$ cat src/fdu_pkg.sv
// fdu_pkg: shared types, constants and the arctangent table of the fisheye
// distort/undistort block. No dependencies.
`timescale 1ns / 1ps
package fdu_pkg;

  // fixed point format of coordinates and coefficients
  localparam int FRAC_BITS = 24;
  // coefficient registers k1..k5
  localparam int NUM_K = 5;
  localparam int CORDIC_STEPS = 31;
  // table angles are in q30
  localparam int ANGLE_FRAC = 30;

  localparam int CFG_IDX_W = 3;
  localparam logic [CFG_IDX_W-1:0] CFG_K1           = 3'd0;
  localparam logic [CFG_IDX_W-1:0] CFG_K2           = 3'd1;
  localparam logic [CFG_IDX_W-1:0] CFG_K3           = 3'd2;
  localparam logic [CFG_IDX_W-1:0] CFG_K4           = 3'd3;
  localparam logic [CFG_IDX_W-1:0] CFG_K5           = 3'd4;
  localparam logic [CFG_IDX_W-1:0] CFG_MAX_ITER     = 3'd5;
  localparam logic [CFG_IDX_W-1:0] CFG_STEP_THRESH  = 3'd6;

  localparam logic CMD_DISTORT   = 1'b0;
  localparam logic CMD_UNDISTORT = 1'b1;

  localparam logic STATUS_OK       = 1'b0;
  localparam logic STATUS_DIVERGED = 1'b1;

  typedef struct packed {
    logic               command;
    logic signed [31:0] x_in;
    logic signed [31:0] y_in;
  } in_t;

  typedef struct packed {
    logic signed [31:0] x_out;
    logic signed [31:0] y_out;
    logic               status;
  } out_t;

  // atan(2^-i) in q30
  function automatic logic [31:0] atan_lut(input logic [4:0] idx);
    logic [31:0] v;
    case (idx)
      5'd0:  v = 32'd843314856;
      5'd1:  v = 32'd497837829;
      5'd2:  v = 32'd263043836;
      5'd3:  v = 32'd133525158;
      5'd4:  v = 32'd67021686;
      5'd5:  v = 32'd33543515;
      5'd6:  v = 32'd16775850;
      5'd7:  v = 32'd8388437;
      5'd8:  v = 32'd4194282;
      5'd9:  v = 32'd2097149;
      5'd10: v = 32'd1048575;
      5'd11: v = 32'd524287;
      5'd12: v = 32'd262143;
      5'd13: v = 32'd131071;
      5'd14: v = 32'd65535;
      5'd15: v = 32'd32767;
      5'd16: v = 32'd16383;
      5'd17: v = 32'd8191;
      5'd18: v = 32'd4095;
      5'd19: v = 32'd2047;
      5'd20: v = 32'd1023;
      5'd21: v = 32'd511;
      5'd22: v = 32'd255;
      5'd23: v = 32'd127;
      5'd24: v = 32'd63;
      5'd25: v = 32'd31;
      5'd26: v = 32'd15;
      5'd27: v = 32'd8;
      5'd28: v = 32'd4;
      5'd29: v = 32'd2;
      5'd30: v = 32'd1;
      default: v = 32'd0;
    endcase
    return v;
  endfunction

endpackage

$ cat src/fdu_div.sv
// fdu_div: restoring divider, 128-bit dividend by 32-bit divisor, one quotient
// bit a cycle, quotient kept to 41 bits with an overflow flag. Uses fdu_pkg.
`timescale 1ns / 1ps
module fdu_div (
  input  logic         clk_i,
  input  logic         rst_ni,
  input  logic         start_i,
  input  logic [127:0] num_i,
  input  logic [31:0]  den_i,
  output logic         done_o,
  output logic [40:0]  quo_o,
  output logic         big_o
);
  import fdu_pkg::*;

  logic [127:0] num_q;
  logic [31:0]  den_q, rem_q;
  logic [40:0]  q_q;
  logic         big_q, busy_q, done_q, ge;
  logic [6:0]   cnt_q;
  logic [32:0]  rem_sh, rem_n;

  assign rem_sh = {rem_q, num_q[127]};
  assign ge     = (rem_sh >= {1'b0, den_q});
  assign rem_n  = ge ? (rem_sh - {1'b0, den_q}) : rem_sh;

  // control
  always_ff @(posedge clk_i or negedge rst_ni) begin
    if (!rst_ni) begin
      busy_q <= 1'b0;
      done_q <= 1'b0;
      cnt_q  <= '0;
    end else begin
      done_q <= 1'b0;
      if (start_i) begin
        busy_q <= 1'b1;
        cnt_q  <= '0;
      end else if (busy_q) begin
        cnt_q <= cnt_q + 7'd1;
        if (cnt_q == 7'd127) begin
          busy_q <= 1'b0;
          done_q <= 1'b1;
        end
      end
    end
  end

  // one quotient bit a cycle, msb first
  always_ff @(posedge clk_i) begin
    if (start_i) begin
      num_q <= num_i;
      den_q <= den_i;
      rem_q <= '0;
      q_q   <= '0;
      big_q <= 1'b0;
    end else if (busy_q) begin
      num_q <= num_q << 1;
      rem_q <= rem_n[31:0];
      if (q_q[40]) big_q <= 1'b1;
      else         q_q   <= {q_q[39:0], ge};
    end
  end

  assign quo_o  = q_q;
  assign big_o  = big_q;
  assign done_o = done_q;

endmodule

$ cat config.mk
export PLATFORM = sky130hd
export DESIGN_NAME = fdu_div
export DESIGN_NICKNAME = d
export VERILOG_FILES = /design/src/fdu_pkg.sv /design/src/fdu_div.sv
export SDC_FILE = /design/constraint.sdc
export NUM_CORES = 1
export LEC_CHECK = 0
export BUFFER_PORTS_ARGS = -buffer_cell sky130_fd_sc_hd__buf_2
export CAP_MARGIN = 5
export CORE_MARGIN = 3
export CORE_UTILIZATION = 60
export CTS_CLUSTER_SIZE = 8
export DETAILED_ROUTE_END_ITERATION = 16
export GPL_ROUTABILITY_DRIVEN = 0
export HOLD_SLACK_MARGIN = 0.02
export PLACE_DENSITY = 0.88
export SYNTH_ARGS = -nofsm -noshare
export SYNTH_HDL_FRONTEND = slang
export SYNTH_SLANG_ARGS = --single-unit
$ cat constraint.sdc
create_clock -name clk_i -period 11.83 [get_ports clk_i]
set_input_delay 2.366 -clock clk_i [delete_from_list [all_inputs] [get_ports clk_i]]
set_output_delay 2.366 -clock clk_i [all_outputs]
set_load 0.01 [all_outputs]
==> out/qor.csv <==
metric,value,unit
syn avg cell area,11.8,um2
async set-or-reset flop fraction in the synthesized netlist,3.70,%
ANT nets after route,0,
Cells after Synth,979,
DIE WIDTH,145,um
CORE AREA,18800,um2
CTS tree,built,
PwrDens,193,nW/um2
most frequent CP cell,buf_4,
relative slew slack,27.9,%
minimum clock period,4.54,ns
worst hold margin,0.465,ns
"Top FF cell, synth",edfxtp_1,
vias in the first global route,8319,
clk buf depth,3,
global route total overflow,0,
largest net degree at the start of global routing,93,
Synth Cell Area,11600,um2
TritonCTS sink count,243,
run status,completed,
clock latency at the later pin of the worst-skew pair,0.50,ns
syn nets,1176,
DIE AREA,21000,um2
Layout area overhead,19.4,%
Post-synth EDFFs,160,
NumNets Final,1383,
Clock transition at path regs,0.05,ns
CP max stage cell,buf_4,
initial antenna violation count,9,
root buf cell,clkbuf_16,
# rows,50,
# port buffers,205,
CTS Hold Bufs,0,
Iteration-0 DRC Markers,604,
fillers,1252,
Initial Util,61.5,%
post-DP HPWL,17800,um
MaxCap Viol Count,0,
post-synthesis sequential area ratio,56.2,%
post-cts resize count,0,
Hold Path Class,reg2reg,
drt via density,5.74,
"Distinct cells, synth",69,
critical path cell sequence,clkbuf_8 -> nor2_1 -> buf_4 -> inv_4 -> buf_4,
total CTS buffers,36,
share of layout cells above drive strength 1,33.7,%
setup bufs post-CTS,0,
Lkg Pwr,5.70,nW
RSZ-0062 raised after global routing,no,
DR pass1 iterations,7,
CP Launch Type,primary input,
max-slew violation count,0,
kind of critical path,in2reg,
Die Y,145,um
Setup crit end kind,flip-flop,
wire length per cell,18.7,um
fin crit share,38.4,%
synth warn,0,
crit path DAT,4.67,ns
DRC Markers,0,
final wirelength,27400,um
Clock Skews,0.0148,ns
Synth Register Bits,243,
Max Freq,220,MHz
CP max FO,92,
Fin. Hold Viols,0,
Final TNS setup,0,ns
H-tree level count,2,
Final setup viols,0,
Peak supply drop,136,uV
Worst-Margin Slew,1.08,ns
first-pass GRT wire length,43300,um
GRT Overall Usage,25.4,%
via count,8430,
worst path required time,11.95,ns
Worst path max stage delay,0.80,ns
Ports,206,
==> cell type report <==
cell class | count | area [um2] | area share [%]
multi-input combinational | 647 | 4720 | 34.1
inverter | 46 | 175 | 1.27
clock buffer | 53 | 965 | 6.98
timing repair buffer | 212 | 1090 | 7.86
clock inverter | 3 | 32.5 | 0.235
antenna | 4 | 10.0 | 0.0724
tap | 260 | 325 | 2.35
sequential | 243 | 6510 | 47.1
==> kinds of logic (layout without fill, tap and decap cells) <==
kind of cell,count (synthesis),after routing,share of synthesized area [%]
and+or+nand+nor,251,251,9.62
xor gates and xnor gates,23,23,1.74
muxes,135,135,13.1
adders and majority gates,34,34,3.74
AOI/OAI and AO/OA,204,204,12.6
other,0,4,0
buffers and inverters,89,314,3.00
DFF,243,243,56.2
==> power by group <==
group / switching, mW / total, mW / internal [mW]
clock network: 0.357 / 0.916 / 0.559
logic: 0.378 / 0.672 / 0.294
registers: 0.0618 / 1.08 / 1.02
==> final timing paths <==
check / cells past startpoint / to / startpoint / slack (ns)
hold / removal: 2 / quo_o[25] / quo_o[24] / 0.47
setup reg to reg: 10 / rem_q[31] / den_q[1] / 8.31
hold reg to reg: 2 / quo_o[25] / quo_o[24] / 0.47
min in group asynchronous: 1 / cnt_q[6] / rst_ni / 1.70
setup / recovery: 5 / num_q[93] / start_i / 7.29
max in group asynchronous: 1 / cnt_q[3] / rst_ni / 9.94
==> synth_stat cells (9+ instances only) <==
| master | number | area share [%] |
|---|---|---|
| a21o_1 | 17 | 1.1 |
| edfxtp_1 | 160 | 42 |
| xnor2_1 | 10 | 0.76 |
| a21oi_1 | 74 | 3.2 |
| mux2_2 | 130 | 13 |
| inv_1 | 45 | 1.5 |
| o211ai_1 | 9 | 0.58 |
| ha_1 | 33 | 3.6 |
| nand3_1 | 11 | 0.48 |
| nor2b_1 | 10 | 0.54 |
| a211oi_1 | 12 | 0.78 |
| o21ai_0 | 26 | 1.1 |
| nand2_1 | 135 | 4.4 |
| dfxtp_1 | 74 | 13 |
| xor2_1 | 13 | 0.98 |
| nor2_1 | 47 | 1.5 |
| clkbuf_1 | 33 | 1.1 |
| dfrtp_1 | 9 | 1.9 |
==> worst max-delay path: cells and delay by family <==
kind          cells  cell delay [ns]
buf+inv           4             2.10
simple gates      1             0.08
==> metal layers <==
| metal | part of all wire, % | routed length [um] | GRT usage, % |
|---|---|---|---|
| met3 | 9.0 | 2470 | 8.15 |
| met5 | 0.21 | 57 | 0 |
| met4 | 3.0 | 815 | 8.79 |
| met1 | 39 | 10800 | 31.8 |
| met2 | 48 | 13300 | 41.9 |
==> through the flow <==
step                      setup WS, ns  utilization [%]  power [mW]  instances  area (um2)
final                             7.29             73.4        2.67       1468       13800
after global routing              7.12             73.4        2.80       1467       13800
after CTS                         7.31             73.4        2.68       1464       13800
after detailed placement          6.75             68.1        1.75       1408       12800
after global placement            6.78             68.1        1.72       1408       12800
after floorplan                   5.88                -        1.59        979       11600
==> placed cells by master, fill, tap and decap left out, types with 6 or more instances in the layout <==
cell	count
edfxtp_1	160
o31ai_1	8
xnor2_1	10
nand2b_1	6
and3_1	6
clkbuf_1	17
ha_1	33
nand3_1	11
o21ai_0	26
nand2_1	135
dfxtp_1	74
nor2_1	46
buf_2	204
xor2_1	13
dfrtp_1	9
mux2_2	130
a311oi_2	8
nand4_1	8
o211ai_1	9
a32oi_1	6
a21oi_1	74
a21o_1	17
buf_4	7
a211oi_1	12
clkbuf_16	36
nor2b_1	10
inv_1	44
==> registers in the layout, indices dropped and copies added (netlist names) <==
register / count
done_o: 1
quo_o: 41
cnt_q: 7
num_q: 128
big_o: 1
den_q: 32
busy_q: 1
rem_q: 32
No activity file was read; power rests on OpenSTA's default activity.
