$ cat src/fdu_pkg.sv
// fdu_pkg: shared types, constants and the arctangent table of the fisheye
// distort/undistort block. No dependencies.
`timescale 1ns / 1ps
package fdu_pkg;

  // fixed point format of coordinates and coefficients
  localparam int FRAC_BITS = 24;
  // coefficient registers k1..k5
  localparam int NUM_K = 5;
  localparam int CORDIC_STEPS = 31;
  // table angles are in q30
  localparam int ANGLE_FRAC = 30;

  localparam int CFG_IDX_W = 3;
  localparam logic [CFG_IDX_W-1:0] CFG_K1           = 3'd0;
  localparam logic [CFG_IDX_W-1:0] CFG_K2           = 3'd1;
  localparam logic [CFG_IDX_W-1:0] CFG_K3           = 3'd2;
  localparam logic [CFG_IDX_W-1:0] CFG_K4           = 3'd3;
  localparam logic [CFG_IDX_W-1:0] CFG_K5           = 3'd4;
  localparam logic [CFG_IDX_W-1:0] CFG_MAX_ITER     = 3'd5;
  localparam logic [CFG_IDX_W-1:0] CFG_STEP_THRESH  = 3'd6;

  localparam logic CMD_DISTORT   = 1'b0;
  localparam logic CMD_UNDISTORT = 1'b1;

  localparam logic STATUS_OK       = 1'b0;
  localparam logic STATUS_DIVERGED = 1'b1;

  typedef struct packed {
    logic               command;
    logic signed [31:0] x_in;
    logic signed [31:0] y_in;
  } in_t;

  typedef struct packed {
    logic signed [31:0] x_out;
    logic signed [31:0] y_out;
    logic               status;
  } out_t;

  // atan(2^-i) in q30
  function automatic logic [31:0] atan_lut(input logic [4:0] idx);
    logic [31:0] v;
    case (idx)
      5'd0:  v = 32'd843314856;
      5'd1:  v = 32'd497837829;
      5'd2:  v = 32'd263043836;
      5'd3:  v = 32'd133525158;
      5'd4:  v = 32'd67021686;
      5'd5:  v = 32'd33543515;
      5'd6:  v = 32'd16775850;
      5'd7:  v = 32'd8388437;
      5'd8:  v = 32'd4194282;
      5'd9:  v = 32'd2097149;
      5'd10: v = 32'd1048575;
      5'd11: v = 32'd524287;
      5'd12: v = 32'd262143;
      5'd13: v = 32'd131071;
      5'd14: v = 32'd65535;
      5'd15: v = 32'd32767;
      5'd16: v = 32'd16383;
      5'd17: v = 32'd8191;
      5'd18: v = 32'd4095;
      5'd19: v = 32'd2047;
      5'd20: v = 32'd1023;
      5'd21: v = 32'd511;
      5'd22: v = 32'd255;
      5'd23: v = 32'd127;
      5'd24: v = 32'd63;
      5'd25: v = 32'd31;
      5'd26: v = 32'd15;
      5'd27: v = 32'd8;
      5'd28: v = 32'd4;
      5'd29: v = 32'd2;
      5'd30: v = 32'd1;
      default: v = 32'd0;
    endcase
    return v;
  endfunction

endpackage

$ cat src/fdu_mul.sv
// fdu_mul: shared 64x64 magnitude multiplier, one 32x32 partial product a cycle,
// with an addend and a rounded, saturated fixed point result. Uses fdu_pkg.
`timescale 1ns / 1ps
module fdu_mul (
  input  logic               clk_i,
  input  logic               rst_ni,
  input  logic               start_i,
  input  logic signed [63:0] a_i,
  input  logic signed [63:0] b_i,
  input  logic [63:0]        add_i,
  output logic               done_o,
  output logic [127:0]       prod_o,
  output logic               neg_o,
  output logic signed [63:0] mulq_o
);
  import fdu_pkg::*;

  localparam logic [63:0] MAG_LIMIT = 64'(1) << 62;

  logic [63:0]  am_q, bm_q;
  logic [127:0] acc_q;
  logic [63:0]  pp_q;
  logic [2:0]   step_q;
  logic         busy_q, done_q, neg_q;
  logic [31:0]  a_part, b_part;
  logic [127:0] pp_sh;
  logic [63:0]  m_raw, m_sat;

  // operand halves for the current partial product
  assign a_part = step_q[1] ? am_q[63:32] : am_q[31:0];
  assign b_part = step_q[0] ? bm_q[63:32] : bm_q[31:0];

  // weight of the partial product taken in the previous cycle
  always_comb begin
    case (step_q) inside
      3'd1:       pp_sh = {64'b0, pp_q};
      3'd2, 3'd3: pp_sh = {64'b0, pp_q} << 32;
      default:    pp_sh = {64'b0, pp_q} << 64;
    endcase
  end

  // control
  always_ff @(posedge clk_i or negedge rst_ni) begin
    if (!rst_ni) begin
      busy_q <= 1'b0;
      done_q <= 1'b0;
      step_q <= '0;
    end else begin
      done_q <= 1'b0;
      if (start_i) begin
        busy_q <= 1'b1;
        step_q <= '0;
      end else if (busy_q) begin
        step_q <= step_q + 3'd1;
        if (step_q == 3'd4) begin
          busy_q <= 1'b0;
          done_q <= 1'b1;
        end
      end
    end
  end

  // datapath
  always_ff @(posedge clk_i) begin
    if (start_i) begin
      am_q  <= a_i[63] ? 64'(-a_i) : 64'(a_i);
      bm_q  <= b_i[63] ? 64'(-b_i) : 64'(b_i);
      acc_q <= {64'b0, add_i};
      neg_q <= a_i[63] ^ b_i[63];
    end else if (busy_q) begin
      if (step_q != 3'd4) pp_q <= a_part * b_part;
      if (step_q != 3'd0) acc_q <= acc_q + pp_sh;
    end
  end

  // rounded fixed point product, saturated at 2^62
  always_comb begin
    m_raw = acc_q[63+FRAC_BITS:FRAC_BITS];
    if (|acc_q[127:64+FRAC_BITS]) m_sat = MAG_LIMIT;
    else if (m_raw > MAG_LIMIT)   m_sat = MAG_LIMIT;
    else                          m_sat = m_raw;
  end

  assign mulq_o = neg_q ? -$signed(m_sat) : $signed(m_sat);
  assign prod_o = acc_q;
  assign neg_o  = neg_q;
  assign done_o = done_q;

endmodule

$ cat config.mk
export PLATFORM = sky130hd
export DESIGN_NAME = fdu_mul
export DESIGN_NICKNAME = d
export VERILOG_FILES = /design/src/fdu_pkg.sv /design/src/fdu_mul.sv
export SDC_FILE = /design/constraint.sdc
export NUM_CORES = 2
export LEC_CHECK = 0
export BUFFER_PORTS_ARGS = -buffer_cell sky130_fd_sc_hd__buf_4
export CAP_MARGIN = 30
export CORE_UTILIZATION = 60
export DETAILED_ROUTE_END_ITERATION = 8
export GPL_TIMING_DRIVEN = 0
export PLACE_DENSITY_LB_ADDON = 0.05
export SYNTH_ARGS = -nofsm -noshare
export SYNTH_HDL_FRONTEND = slang
export SYNTH_SLANG_ARGS = --single-unit
$ cat constraint.sdc
create_clock -name clk_i -period 14.3 [get_ports clk_i]
set_clock_uncertainty 0.05 [all_clocks]
set_input_delay 2.86 -clock clk_i [delete_from_list [all_inputs] [get_ports clk_i]]
set_output_delay 2.86 -clock clk_i [all_outputs]
set_load 0.01 [all_outputs]
==> results.json <==
{
  "vias": 55100,
  "finalNetCount": 8716,
  "yosys-top-cells-area": "fa_1, edfxtp_1, ha_1, nand2_1, inv_1",
  "maxCapViolCount": 0,
  "crit_path_end": "pp_q[60]",
  "totalWireLength_um": 246000,
  "avgSynthCellArea_um2": 8.58,
  "synth_top_family_by_area": "adder cells",
  "placement.io_buffers": 386,
  "syn_area_um2": 57700,
  "yosysTopAreaCell": "fa_1",
  "startpoint_type": "register",
  "synthCells": 6728,
  "worst-path-stages": 31,
  "critPathCaptureType": "register",
  "hpwl_um": 204000,
  "drive_gt1_frac": 0.0883,
  "design_area_um2": 64400,
  "cts_setup_buffers": 0,
  "gp_congestion": 1.10,
  "cp.buffers_inverters": 8,
  "die_w_um": 312,
  "synth-simple-area-share": 0.173,
  "drt_iter0_drc": 7035,
  "hp-class": "register to register",
  "start_util": 0.606,
  "multiInputGateArea_um2": 44000,
  "yosys_warnings": 0,
  "synthFlopType": "edfxtp_1",
  "crit_top_cell": "fa_1",
  "finalSetupTns_ps": 0,
  "worstMarginPinSlew_ps": 1160,
  "reg2reg_slack_ps": 1720,
  "synth.top_cell.area_share": 0.311,
  "area_delta_synth_final_pct": 11.6,
  "grt_max_degree": 80,
  "htreeDepth": 2,
  "fin_crit_sh": 0.880,
  "outcome": "complete, no violations",
  "root_buffer": "clkbuf_16",
  "worst-setup-path-type": "register to register",
  "setup_viol": 0,
  "cts_buffers": 40,
  "r2r-end": "pp_q[60]",
  "rr_worst_depth": 31,
  "worstPathArrival_ps": 12920,
  "rows": 113,
  "clock_sinks": 326,
  "syn_nets": 8218,
  "cp.required_ps": 14640,
  "io_pins": 389,
  "synth-compound-area-share": 0.115,
  "grt-ovfl-total": 0,
  "fmax_ghz": 0.0795,
  "min_period_ps": 12580,
  "via_per_inst": 6.46,
  "seq_area_frac_synth": 0.158,
  "rr_startpoint": "step_q[1]",
  "slew_headroom": 0.207,
  "wire_per_inst_um": 28.9,
  "max_stage_delay_ps": 1010,
  "fill_cells": 7564,
  "synth_xor_area_frac": 0.0509,
  "drtPass1Iterations": 9,
  "cts_buffer_depth": 3,
  "postSynth.asyncResetShare": 0.0153,
  "clkTransAtPathRegs_ps": 50,
  "synth_edf_count": 257,
  "synth_adder_area_share": 0.398,
  "antenna_found_initial": 9,
  "grt.total_usage": 0.506,
  "slew_viol_final": 0,
  "ys_ff_latch": 326,
  "core_area_um2": 95200,
  "final_antenna_net_count": 0,
  "grt_pass1_vias": 55100,
  "postCtsHoldBufs": 0,
  "placedInstanceArea_um2": 62900,
  "cp_max_fo": 10,
  "critPathSlowestCell": "o31ai_1",
  "grt_pass1_wl_um": 357000,
  "cts_tree": "yes",
  "yosysUniqueCellTypes": 83,
  "drc": 0,
  "hold_viol": 0,
  "synth_mux_area_frac": 0.0247,
  "clock_latency_ps": 660,
  "cp-startpoint": "step_q[1]",
  "cts_resized": 0,
  "grt_setup_unrepaired": "false",
  "critical_path.top_delay_family": "adder cells",
  "die_h_um": 312,
  "ff_latch_area_um2": 9120,
  "die_area_um2": 97400
}
## cell usage in the layout (no fill, tap or decap), types with 53 or more instances in the layout
master,count
fa_1,897
a21o_1,77
o31ai_1,56
inv_1,905
o21ai_0,321
xnor2_1,234
edfxtp_1,257
clkbuf_1,303
xor2_1,101
nand3_1,85
a21oi_1,351
nand4_1,84
nor2_1,817
buf_4,417
o21bai_1,70
mux2_2,61
mux2i_1,53
dfxtp_1,64
nor3_1,67
ha_1,398
nand2_1,966
## tightest hold or removal path, cell delays in order, from the launching register on
cell     delay (ps)
dfxtp_1         330
nand2_1          60
o21ai_0          60
## worst min path at each step
stage                startpoint          end  slack (ps)  cells after the start
floorplan           prod_o[118]  prod_o[118]         450                      2
global placement    prod_o[114]  prod_o[114]         440                      2
detailed placement  prod_o[103]  prod_o[103]         450                      2
CTS                 prod_o[103]  prod_o[103]         460                      2
global route        prod_o[109]  prod_o[109]         500                      2
finish              prod_o[103]  prod_o[103]         450                      2
## final cells by class
cell class              count  area share
plain buffers             326      0.0191
well taps                1265      0.0246
inverters                 906      0.0528
multi-input cells        5170       0.683
repair buffers            456      0.0573
diodes                      6    0.000233
clock buffers              45      0.0158
clock inverters            27     0.00515
flip-flops and latches    326       0.142
## metrics by stage
stage	hold slack, ps	utilization	setup slack, ps	instances
final	455	0.677	1720	8527
after global routing	498	0.677	1630	8522
after CTS	457	0.676	1920	8512
after detailed placement	449	0.661	2000	8440
after global placement	437	0.653	691	8379
after floorplan	454	-	4900	6728
## flip-flops by register name, indices dropped and copies added (netlist names)
signal and cells:
prod_o 128, am_q 64, bm_q 64, pp_q 64
step_q 3, busy_q 1, done_o 1, neg_o 1
## cell usage after synthesis (5+ instances only)
master	count
a211o_1	5
nand3_1	85
nor2b_1	18
o21bai_1	70
or3_1	47
xnor2_1	234
o211ai_1	10
a311oi_1	9
nand3b_1	5
or4_1	26
edfxtp_1	257
and3_1	51
fa_1	897
buf_1	24
a31oi_1	18
dfxtp_1	64
nand4_1	84
nand2_1	966
o21a_1	28
clkbuf_1	298
a21oi_1	352
nor2_1	817
dfrtp_1	5
mux2i_1	67
xor2_1	101
a211oi_1	26
nor3b_1	5
mux2_2	61
o41ai_1	25
o21ai_0	322
a21o_1	77
a2111oi_0	11
nand2b_1	27
and4_1	8
and2_1	49
inv_1	906
o2111a_1	8
or2_2	17
nor4_1	29
o31ai_1	56
mux2_1	6
ha_1	398
nor3_1	67
a21boi_0	12
a221o_1	6
## logic make-up after synthesis
| group | after synthesis |
|---|---|
| AND/OR/NAND/NOR | 2321 |
| adder cells (fa/ha/maj) | 1295 |
| buffers and inverters | 1232 |
| AO/OA/AOI/OAI | 1085 |
| XOR/XNOR | 335 |
| flip-flops | 326 |
| multiplexers | 134 |
## layer usage
metal / global-route usage / routed length (um)
met3: 0.156 / 30600
met1: 0.577 / 81300
met4: 0.449 / 28700
met2: 0.770 / 106000
met5: 0 / 59
Power is not shown: default switching activity piles up to over one toggle a cycle in this logic, so the estimate is an artifact.
