$ cat config.mk
export PLATFORM = sky130hd
export DESIGN_NAME = fdu_sqrt
export DESIGN_NICKNAME = d
export VERILOG_FILES = /design/src/fdu_pkg.sv /design/src/fdu_sqrt.sv
export SDC_FILE = /design/constraint.sdc
export NUM_CORES = 1
export LEC_CHECK = 0
export ABC_AREA = 1
export ABC_CLOCK_PERIOD_IN_PS = 5800
export BUFFER_PORTS_ARGS = -buffer_cell sky130_fd_sc_hd__buf_2
export CAP_MARGIN = 20
export CORE_MARGIN = 2
export CORE_UTILIZATION = 46
export CTS_CLUSTER_SIZE = 12
export DETAILED_ROUTE_END_ITERATION = 10
export GPL_ROUTABILITY_DRIVEN = 1
export PLACE_DENSITY = 0.68
export SETUP_SLACK_MARGIN = 0.02
export SLEW_MARGIN = 20
export SYNTH_ARGS = -nofsm -noshare
export SYNTH_HDL_FRONTEND = slang
export SYNTH_SLANG_ARGS = --single-unit
$ cat constraint.sdc
create_clock -name clk_i -period 5.8 [get_ports clk_i]
set_input_delay 0.29 -clock clk_i [delete_from_list [all_inputs] [get_ports clk_i]]
set_output_delay 0.29 -clock clk_i [all_outputs]
set_load 0.01 [all_outputs]
$ cat src/fdu_pkg.sv
// fdu_pkg: shared types, constants and the arctangent table of the fisheye
// distort/undistort block. No dependencies.
`timescale 1ns / 1ps
package fdu_pkg;

  // fixed point format of coordinates and coefficients
  localparam int FRAC_BITS = 24;
  // coefficient registers k1..k5
  localparam int NUM_K = 5;
  localparam int CORDIC_STEPS = 31;
  // table angles are in q30
  localparam int ANGLE_FRAC = 30;

  localparam int CFG_IDX_W = 3;
  localparam logic [CFG_IDX_W-1:0] CFG_K1           = 3'd0;
  localparam logic [CFG_IDX_W-1:0] CFG_K2           = 3'd1;
  localparam logic [CFG_IDX_W-1:0] CFG_K3           = 3'd2;
  localparam logic [CFG_IDX_W-1:0] CFG_K4           = 3'd3;
  localparam logic [CFG_IDX_W-1:0] CFG_K5           = 3'd4;
  localparam logic [CFG_IDX_W-1:0] CFG_MAX_ITER     = 3'd5;
  localparam logic [CFG_IDX_W-1:0] CFG_STEP_THRESH  = 3'd6;

  localparam logic CMD_DISTORT   = 1'b0;
  localparam logic CMD_UNDISTORT = 1'b1;

  localparam logic STATUS_OK       = 1'b0;
  localparam logic STATUS_DIVERGED = 1'b1;

  typedef struct packed {
    logic               command;
    logic signed [31:0] x_in;
    logic signed [31:0] y_in;
  } in_t;

  typedef struct packed {
    logic signed [31:0] x_out;
    logic signed [31:0] y_out;
    logic               status;
  } out_t;

  // atan(2^-i) in q30
  function automatic logic [31:0] atan_lut(input logic [4:0] idx);
    logic [31:0] v;
    case (idx)
      5'd0:  v = 32'd843314856;
      5'd1:  v = 32'd497837829;
      5'd2:  v = 32'd263043836;
      5'd3:  v = 32'd133525158;
      5'd4:  v = 32'd67021686;
      5'd5:  v = 32'd33543515;
      5'd6:  v = 32'd16775850;
      5'd7:  v = 32'd8388437;
      5'd8:  v = 32'd4194282;
      5'd9:  v = 32'd2097149;
      5'd10: v = 32'd1048575;
      5'd11: v = 32'd524287;
      5'd12: v = 32'd262143;
      5'd13: v = 32'd131071;
      5'd14: v = 32'd65535;
      5'd15: v = 32'd32767;
      5'd16: v = 32'd16383;
      5'd17: v = 32'd8191;
      5'd18: v = 32'd4095;
      5'd19: v = 32'd2047;
      5'd20: v = 32'd1023;
      5'd21: v = 32'd511;
      5'd22: v = 32'd255;
      5'd23: v = 32'd127;
      5'd24: v = 32'd63;
      5'd25: v = 32'd31;
      5'd26: v = 32'd15;
      5'd27: v = 32'd8;
      5'd28: v = 32'd4;
      5'd29: v = 32'd2;
      5'd30: v = 32'd1;
      default: v = 32'd0;
    endcase
    return v;
  endfunction

endpackage

$ cat src/fdu_sqrt.sv
// fdu_sqrt: bit-serial integer square root of a 64-bit value, two bits of the
// radicand a cycle. Uses fdu_pkg.
`timescale 1ns / 1ps
module fdu_sqrt (
  input  logic        clk_i,
  input  logic        rst_ni,
  input  logic        start_i,
  input  logic [63:0] n_i,
  output logic        done_o,
  output logic [31:0] root_o
);
  import fdu_pkg::*;

  logic [63:0] n_q, res_q, bit_q, trial;
  logic        busy_q, done_q, ge;

  assign trial = res_q + bit_q;
  assign ge    = (n_q >= trial);

  // control
  always_ff @(posedge clk_i or negedge rst_ni) begin
    if (!rst_ni) begin
      busy_q <= 1'b0;
      done_q <= 1'b0;
    end else begin
      done_q <= 1'b0;
      if (start_i) begin
        busy_q <= 1'b1;
      end else if (busy_q && bit_q[0]) begin
        busy_q <= 1'b0;
        done_q <= 1'b1;
      end
    end
  end

  // one restoring step a cycle
  always_ff @(posedge clk_i) begin
    if (start_i) begin
      n_q   <= n_i;
      res_q <= '0;
      bit_q <= 64'(1) << 62;
    end else if (busy_q) begin
      if (ge) begin
        n_q   <= n_q - trial;
        res_q <= (res_q >> 1) + bit_q;
      end else begin
        res_q <= res_q >> 1;
      end
      bit_q <= bit_q >> 2;
    end
  end

  assign root_o = res_q[31:0];
  assign done_o = done_q;

endmodule

==> results.sh, run 1 <==
export IMPL_tightest_slew_ns=1.017
export IMPL_place_congestion=1.022
export IMPL_fin_hold_ws_ns=0.04968
export IMPL_antenna_left=0
export IMPL_crit_arrival_ns=5.50
export IMPL_clockRootBuffer="clkbuf_16"
export IMPL_synth_edff_count=64
export IMPL_num_vias=22960
export IMPL_cts_clk_slew_worst_paths_ns=0.08
export IMPL_maxCapViolations=0
export IMPL_cts_tree="built"
export IMPL_synth_seq_cells=162
export IMPL_avgSynthCellArea_um2=5.625
export IMPL_period_minus_slack_ns=5.374
export IMPL_min_period_over_period_pct=92.66
export IMPL_ir_drop_mv=0.3776
export IMPL_setup_violations=0
export IMPL_antenna_cells=0
export IMPL_criticalPathCategory="reg2reg"
export IMPL_die_w_um=213.6
export IMPL_netlist_area_um2=20200
export IMPL_row_count=76
export IMPL_hold_class="in2reg"
export IMPL_grtUsageTotal_pct=34.88
export IMPL_grt_max_degree=79
export IMPL_drc=0
export IMPL_layout_commonest_cell="nand2_1"
export IMPL_synthesis_nets=3790
export IMPL_wire_per_inst_um=18.47
export IMPL_cts_buffer_depth=2
export IMPL_worst_ep_required_time_ns=5.93
export IMPL_layout_common_cells="1,207 x nand2_1, 497 x inv_1, 441 x nor2_1"
export IMPL_final_max_slew_viol_count=0
export IMPL_outcome="complete, no violations"
export IMPL_fin_skew_ns=0.01539
export IMPL_crit_fanout=64
export IMPL_synth_seq_area_share_pct=19.27
export IMPL_synthFlopType="dfxtp_1"
export IMPL_fmax_mhz=186.1
export IMPL_yosysWarnings=0
export IMPL_tns_ns=0
export IMPL_insertion_delay_ns=0.51
export IMPL_grt_antenna_before_repair=0
export IMPL_port_buffers=99
export IMPL_grt_ovfl_total=0
export IMPL_dieArea_um2=45610
export IMPL_drt_total_wl_um=78160
export IMPL_slew_headroom_pct=32.19
export IMPL_drtIter0Drc=2104
export IMPL_syn_to_final_growth_pct=7.481
export IMPL_cp_start_kind="flop"
export IMPL_drive_gt1_share_pct=6.142
export IMPL_initial_core_util_pct=46.80
export IMPL_numCtsBuffers=17
export IMPL_die_h_um=213.6
export IMPL_rsz0062_at_grt="false"
export IMPL_avgViaCountPerCell=5.425
export IMPL_grt_pass1_vias=21830
export IMPL_power_density_nw_per_um2=491.4
export IMPL_syn_instance_count=3592
export IMPL_dp_hpwl_um=63710
export IMPL_p_leak_nw=10.16
export IMPL_end_kind="flop"
export IMPL_fin_nets=3832
export IMPL_hold_viol=0
export IMPL_async_flop_share_pct=1.235
export IMPL_core_um2=43170
export IMPL_grt_pass1_wl_um=119600
export IMPL_htreeDepth=4
export IMPL_cts_setup_buffers=0
export IMPL_cts_sinks=162
export IMPL_io_pin_count=100
export IMPL_drtPass1Iterations=6
export IMPL_yosysUniqueCellTypes=49
per-layer routing:
| layer | track usage, % | wire, um | vias up |
|---|---|---|---|
| li1 | - | - | 11520 |
| met1 | 44.00 | 33430 | 10350 |
| met2 | 57.43 | 35200 | 894 |
| met3 | 5.331 | 5242 | 194 |
| met4 | 18.63 | 4277 | 0 |
| met5 | 0 | 0 | - |
critical path: stages (launching register included):
cell,delay (ns)
dfxtp_1,0.58
ha_1,0.29
nand2_1,0.10
o21ai_0,0.35
nand2_1,0.13
o21ai_0,0.47
a21oi_1,0.08
o21ai_0,0.33
nand3_1,0.25
nand3_1,0.15
nand2_1,0.10
ha_1,0.40
nand2_1,0.13
nor2_2,0.19
nand2_1,0.15
nor2_1,0.22
a21oi_4,0.10
nand2_4,0.07
nand2_2,0.06
nand2_2,0.09
buf_4,0.72
what timing repair did:
item | CTS | global route
hold endpoints to repair | 2 | 0
hold buffers | 1 | 0
gates resized for setup | 0 | 0
synth_stat cells (all sizes together), types with 3 or more instances:
cell type  instances  area [um^2]
clkbuf            44        165.2
a21oi            225         1179
ha               130         1627
xor2              52        455.4
nand3b            31        232.7
dfxtp             96         1922
nand4             28        175.2
a21o              15        112.6
or2               15        93.84
nor4               5        31.28
and2               6        37.54
buf               75        505.5
xnor2             49        429.2
o21ai            190        950.9
nor3              45        230.2
o21bai            21        157.7
nand2           1213         4571
inv              503         1888
edfxtp            64         1922
nand3            302         1516
a211oi             5        37.54
nor2             449         1710
o21a               3        22.52
a31oi             12        75.07
cells by family after synthesis:
group	count (synthesis)	synth area share, %
xor gates and xnor gates	101	4.378
DFF	162	19.27
adders and majority gates	131	8.150
and+or+nand+nor	2095	42.59
buffers and inverters	622	12.66
AOI/OAI and AO/OA	481	12.94
state kept, by name (all words and copies together) (netlist names):
signal  cells
done_o      1
bit_q      32
busy_q      1
res_q      64
n_q        64
area by class of cell:
cell class / count / area (um^2)
clock inverters: 14 / 183.9
multi-input cells: 2808 / 13750
repair buffers: 142 / 823.3
inverters: 503 / 1888
well taps: 585 / 732.0
clock buffers: 18 / 439.2
fillers: 4782 / 21460
flip-flops and latches: 162 / 3895
power by group:
part	switching, mW	total [mW]	internal [mW]
Clock	0.611	1.28	0.670
Combinational	4.84	7.27	2.43
Sequential	0.393	2.12	1.72
per-stage QoR:
step	area, um^2	setup slack [ns]	util (%)	total power, mW	instances
floorplan	20200	0.7852	-	7.278	3592
global placement	21080	0.5731	48.83	9.150	4199
detailed placement	21080	0.5253	48.83	9.179	4199
CTS	21720	0.5001	50.30	10.49	4232
global route	21720	0.04627	50.30	11.52	4232
finish	21720	0.4258	50.30	10.67	4232
final timing paths:
kind	start	slack, ns	to	cells after the start
max	res_q[20]	0.43	n_q[33]	20
min	n_i[39]	0.05	n_q[39]	3
max reg2reg	res_q[20]	0.43	n_q[33]	20
min reg2reg	res_q[0]	0.50	res_q[0]	2
max in group asynchronous	rst_ni	5.59	busy_q	2
min in group asynchronous	rst_ni	0.10	done_o	2
Power figures use the tool's default switching activity.
==> inputs of run 2 (changes only) <==
--- a/config.mk
+++ b/config.mk
@@ -7,14 +7,14 @@
 export LEC_CHECK = 0
 export ABC_AREA = 1
 export ABC_CLOCK_PERIOD_IN_PS = 5800
-export BUFFER_PORTS_ARGS = -buffer_cell sky130_fd_sc_hd__buf_2
 export CAP_MARGIN = 20
 export CORE_MARGIN = 2
 export CORE_UTILIZATION = 46
 export CTS_CLUSTER_SIZE = 12
 export DETAILED_ROUTE_END_ITERATION = 10
+export DONT_BUFFER_PORTS = 1
 export GPL_ROUTABILITY_DRIVEN = 1
-export PLACE_DENSITY = 0.68
+export PLACE_DENSITY = 0.66
 export SETUP_SLACK_MARGIN = 0.02
 export SLEW_MARGIN = 20
 export SYNTH_ARGS = -nofsm -noshare
==> run 2 against run 1 <==
Net effect: sequential power is essentially flat; maximum frequency rose by 4.6%; global-route usage about the same; highest routed layer unchanged; cell count fell by 1.1%; critical path type unchanged; largest power group unchanged; largest cell class unchanged; setup slack improved by 0.24 ns; clock power is essentially flat; critical endpoint is now n_q[13].
==> results.sh, run 2 (synthesis results as in run 1) <==
export IMPL_num_vias=22860
export IMPL_syn_to_final_growth_pct=7.834
export IMPL_cts_buffer_depth=2
export IMPL_port_buffers=0
export IMPL_drtPass1Iterations=6
export IMPL_avgViaCountPerCell=5.459
export IMPL_cts_resized=0
export IMPL_grtUsageTotal_pct=34.90
export IMPL_maxCapViolations=0
export IMPL_fmax_mhz=194.6
export IMPL_grt_antenna_before_repair=1
export IMPL_worst_ep_required_time_ns=6.00
export IMPL_grt_pass1_wl_um=119700
export IMPL_criticalPathCategory="reg2reg"
export IMPL_drc=0
export IMPL_tightest_slew_ns=1.020
export IMPL_end_kind="flop"
export IMPL_die_w_um=213.6
export IMPL_cp_start_kind="flop"
export IMPL_core_um2=43170
export IMPL_tns_ns=0
export IMPL_nFillCells=4803
export IMPL_wire_per_inst_um=18.67
export IMPL_drive_gt1_share_pct=3.499
export IMPL_layout_commonest_cell="nand2_1"
export IMPL_numCtsBuffers=17
export IMPL_fin_nets=3786
export IMPL_slew_headroom_pct=31.48
export IMPL_setup_violations=0
export IMPL_period_minus_slack_ns=5.138
export IMPL_row_count=76
export IMPL_hold_class="in2reg"
export IMPL_hold_viol=0
export IMPL_dp_hpwl_um=62250
export IMPL_die_h_um=213.6
export IMPL_layout_common_cells="1,207 x nand2_1, 497 x inv_1, 441 x nor2_1"
export IMPL_crit_fanout=37
export IMPL_pre_cts_ws_ns=0.8080
export IMPL_ir_drop_mv=0.3796
export IMPL_drt_total_wl_um=78190
export IMPL_fin_skew_ns=0.01748
export IMPL_dieArea_um2=45610
export IMPL_final_max_slew_viol_count=0
export IMPL_initial_core_util_pct=46.80
export IMPL_htreeDepth=4
export IMPL_insertion_delay_ns=0.52
export IMPL_grt_pass1_vias=21360
export IMPL_outcome="complete, no violations"
export IMPL_cts_clk_slew_worst_paths_ns=0.08
export IMPL_rsz0062_at_grt="false"
export IMPL_setup_ws_ns=0.6617
export IMPL_min_period_over_period_pct=88.59
export IMPL_cts_tree="built"
export IMPL_place_congestion=1.026
export IMPL_top_regs="n_q (64), res_q (64), bit_q (32)"
export IMPL_grt_max_degree=122
export IMPL_drtIter0Drc=2204
export IMPL_power_density_nw_per_um2=486.2
export IMPL_grt_ovfl_total=0
export IMPL_crit_arrival_ns=5.33
export IMPL_p_leak_nw=9.950
export IMPL_antenna_left=0
export IMPL_cts_sinks=162
export IMPL_io_pin_count=100
export IMPL_clockRootBuffer="clkbuf_16"
run 2: repair_timing:
| action | 4_1_cts | 5_1_grt |
|---|---|---|
| setup buffers | 0 | 0 |
| hold endpoints to repair | 122 | 0 |
| hold buffers | 54 | 0 |
run 2: report_power, final:
part	internal, mW	switching [mW]	leakage (nW)
Sequential	1.72	0.385	1.47
Clock	0.594	0.656	0.302
Combinational	2.42	4.82	8.18
Total	4.73	5.86	9.95
run 2: final timing paths:
kind / from / endpoint / slack (ns) / depth (start not counted)
hold reg to reg: bit_q[0] / done_o / 0.51 / 2
hold / removal: start_i / n_q[21] / 0.008 / 2
setup reg to reg: bit_q[20] / n_q[13] / 0.66 / 20
max in group asynchronous: rst_ni / busy_q / 5.13 / 2
setup / recovery: bit_q[20] / n_q[13] / 0.66 / 20
min in group asynchronous: rst_ni / done_o / 0.53 / 2
run 2: metrics by stage:
step | util, % | hold slack, ns | cells | total power, mW | area, um^2
final | 50.47 | 0.008274 | 4187 | 10.59 | 21790
after global routing | 50.46 | 0.01569 | 4186 | 11.49 | 21780
after CTS | 50.46 | 0.0005795 | 4186 | 10.43 | 21780
after detailed placement | 47.71 | -0.005551 | 4100 | 9.107 | 20600
after global placement | 47.71 | -0.005554 | 4100 | 9.092 | 20600
after floorplan | - | -0.005591 | 3592 | 7.278 | 20200
run 2: layout make-up:
cell class                      count  area (um^2)  area share, %
Clock buffer                       17        425.4          1.953
Sequential cell                   162         3895          17.88
Antenna cell                        1        2.502        0.01149
Clock inverter                     15        203.9         0.9361
Multi-Input combinational cell   2808        13750          63.13
Timing Repair Buffer               96        885.9          4.066
Tap cell                          585        732.0          3.360
Inverter                          503         1888          8.666
run 2: worst max-delay path, stage by stage (launching register included):
cell and delay [ns]:
dfxtp_1 0.37, ha_1 0.37, nand2_1 0.10, o21ai_0 0.36, nand2_1 0.12, o21ai_0 0.50
a21oi_1 0.07, o21ai_0 0.30, nand3_1 0.30, nand3_1 0.17, nand2_1 0.07, ha_1 0.39
nand2_1 0.13, nor2_2 0.19, nand2_1 0.15, nor2_1 0.22, a21oi_4 0.10, nand2_4 0.08
nand2_2 0.06, nand2_2 0.43, buf_12 0.30
run 2: layer usage:
| layer | track usage [%] | wire (um) | vias to the layer above |
|---|---|---|---|
| li1 | - | - | 11430 |
| met1 | 45.69 | 33170 | 10220 |
| met2 | 55.51 | 34660 | 1004 |
| met3 | 4.818 | 6018 | 205 |
| met4 | 19.28 | 4332 | 0 |
| met5 | 0 | 0 | - |
==> inputs of run 3 (changes only) <==
--- a/config.mk
+++ b/config.mk
@@ -15,6 +15,7 @@
 export DONT_BUFFER_PORTS = 1
 export GPL_ROUTABILITY_DRIVEN = 1
 export PLACE_DENSITY = 0.66
+export REMOVE_ABC_BUFFERS = 1
 export SETUP_SLACK_MARGIN = 0.02
 export SLEW_MARGIN = 20
 export SYNTH_ARGS = -nofsm -noshare
==> run 3 against run 2 <==
Net effect: cell count about the same; utilization about the same; via count about the same; largest power group unchanged; hold slack better by 0.021 ns; wire length about the same; critical path type unchanged.
==> results.sh, run 3 (synthesis results as in run 1) <==
export IMPL_cpMaxStageDelayCell="nand2_2"
export IMPL_finalPower_mw=10.61
export IMPL_numCtsBuffers=17
export IMPL_avgViaCountPerCell=5.463
export IMPL_htreeDepth=4
export IMPL_port_buffers=0
export IMPL_layout_common_cells="1,207 x nand2_1, 497 x inv_1, 441 x nor2_1"
export IMPL_p_leak_nw=9.946
export IMPL_layout_commonest_cell="nand2_1"
export IMPL_initial_core_util_pct=46.80
export IMPL_cts_buffer_depth=2
export IMPL_cts_tree="built"
export IMPL_drtIter0Drc=2282
export IMPL_final_max_slew_viol_count=0
export IMPL_min_period_over_period_pct=89.11
export IMPL_drive_gt1_share_pct=3.445
export IMPL_regArea_um2=3895
export IMPL_pwr_share_comb_pct=68.1
export IMPL_row_count=76
export IMPL_drt_total_wl_um=78220
export IMPL_hold_class="in2reg"
export IMPL_worst_path_buf_inv=3
export IMPL_crit_arrival_ns=5.37
export IMPL_maxCapViolations=0
export IMPL_stdcell_area_um2=21770
export IMPL_power_density_nw_per_um2=487.2
export IMPL_grt_max_degree=95
export IMPL_postCtsHoldBufs=54
export IMPL_seqPwrFrac_pct=20.0
export IMPL_grt_antenna_before_repair=0
export IMPL_place_congestion=1.002
export IMPL_place_inst=4098
export IMPL_pre_cts_ws_ns=0.7332
export IMPL_worst_ep_required_time_ns=6.00
export IMPL_p_sw_share_pct=54.78
export IMPL_fin_util_pct=50.43
export IMPL_io_pin_count=100
export IMPL_insertion_delay_ns=0.51
export IMPL_core_um2=43170
export IMPL_cp_cell_sequence="ha_1, nand2_1, o21ai_0, nand2_1, o21ai_0, inv_1, o21ai_0, nand3b_1, nand2_1, nand2_1, xnor2_1, ha_1, nand2_1, nor2_1, inv_1, nor2_2, nand2_1, nor3_2, nand2_2, nand2_4, nand2_2, nand2_2, buf_12"
export IMPL_fmax_mhz=193.5
export IMPL_antenna_left=0
export IMPL_criticalPathCategory="reg2reg"
export IMPL_period_minus_slack_ns=5.168
export IMPL_nFillCells=4795
export IMPL_dp_hpwl_um=62130
export IMPL_cts_setup_buffers=0
export IMPL_tns_ns=0
export IMPL_die_h_um=213.6
export IMPL_num_vias=22860
export IMPL_wire_per_inst_um=18.70
export IMPL_cts_resized=0
export IMPL_setup_violations=0
export IMPL_grt_pass1_wl_um=119400
export IMPL_hold_viol=0
export IMPL_grt_pass1_vias=21620
export IMPL_cp_common_cell="nand2_1"
export IMPL_slew_headroom_pct=35.06
export IMPL_drtPass1Iterations=6
export IMPL_top_regs="n_q (64), res_q (64), bit_q (32)"
export IMPL_clockRootBuffer="clkbuf_16"
export IMPL_max_stage_delay_ns=0.55
export IMPL_fin_cells=4184
export IMPL_grt_ovfl_total=0
export IMPL_die_w_um=213.6
export IMPL_ir_drop_mv=0.4241
export IMPL_crit_family="simple AND/OR/NAND/NOR gates"
export IMPL_tightest_slew_ns=0.9709
export IMPL_outcome="complete, no violations"
export IMPL_crit_fanout=29
export IMPL_setup_ws_ns=0.6318
export IMPL_fin_skew_ns=0.01292
export IMPL_cts_clk_slew_worst_paths_ns=0.08
export IMPL_clkPwrFrac_pct=11.8
export IMPL_drc=0
export IMPL_power_switching_mw=5.810
export IMPL_fin_nets=3784
export IMPL_cp_start_kind="flop"
export IMPL_multiInputGateArea_um2=13750
export IMPL_dieArea_um2=45610
export IMPL_fin_hold_ws_ns=0.02889
export IMPL_rsz0062_at_grt="false"
export IMPL_syn_to_final_growth_pct=7.747
export IMPL_cts_sinks=162
export IMPL_antenna_cells=0
export IMPL_post_dp_cell_area_um2=20590
export IMPL_end_kind="flop"
export IMPL_grtUsageTotal_pct=34.78
export IMPL_p_int_mw=4.796
## run 3: changes by cell type in the layout (fill, tap and decap cells not counted)
cell        change
inv_8           +4
buf_12          +1
clkinv_2        +1
inv_6           +1
diode_2         -1
bufinv_16       +2
clkinv_4        -1
buf_4           -3
clkinv_8        -5
clkinvlp_4      +1
inv_12          -3
## run 3: layout make-up
cell class / count / area share (%)
multi-input combinational: 2808 / 63.18
clock buffer: 17 / 1.954
timing repair buffer: 94 / 4.058
inverter: 503 / 8.673
sequential: 162 / 17.89
clock inverter: 15 / 0.8794
tap: 585 / 3.362
## run 3: worst paths after layout
kind                            from        end  slack [ns]  cells past startpoint
max                        bit_q[30]    n_q[22]        0.63                     23
min                          n_i[16]    n_q[16]        0.03                      2
max reg2reg                bit_q[30]    n_q[22]        0.63                     23
min reg2reg                res_q[17]  res_q[17]        0.51                      2
max in group asynchronous     rst_ni     busy_q        5.10                      2
min in group asynchronous     rst_ni     done_o        0.57                      2
## run 3: layer usage
layer | part of all wire, % | routed length (um) | GRT usage, %
met1 | 43 | 33980 | 45.12
met2 | 45 | 35110 | 56.97
met3 | 6.8 | 5321 | 4.277
met4 | 4.9 | 3806 | 17.60
met5 | 0 | 0 | 0
## run 3: power by group through the flow
stage | clock (mW) | sequential (mW) | combinational, mW
3_3_place_gp | 0 | 2.12 | 6.98
4_1_cts | 1.28 | 2.10 | 7.06
5_1_grt | 1.31 | 2.15 | 8.10
2_1_floorplan | 0 | 2.04 | 4.95
6_report | 1.26 | 2.12 | 7.23
3_5_place_dp | 0 | 2.12 | 6.97
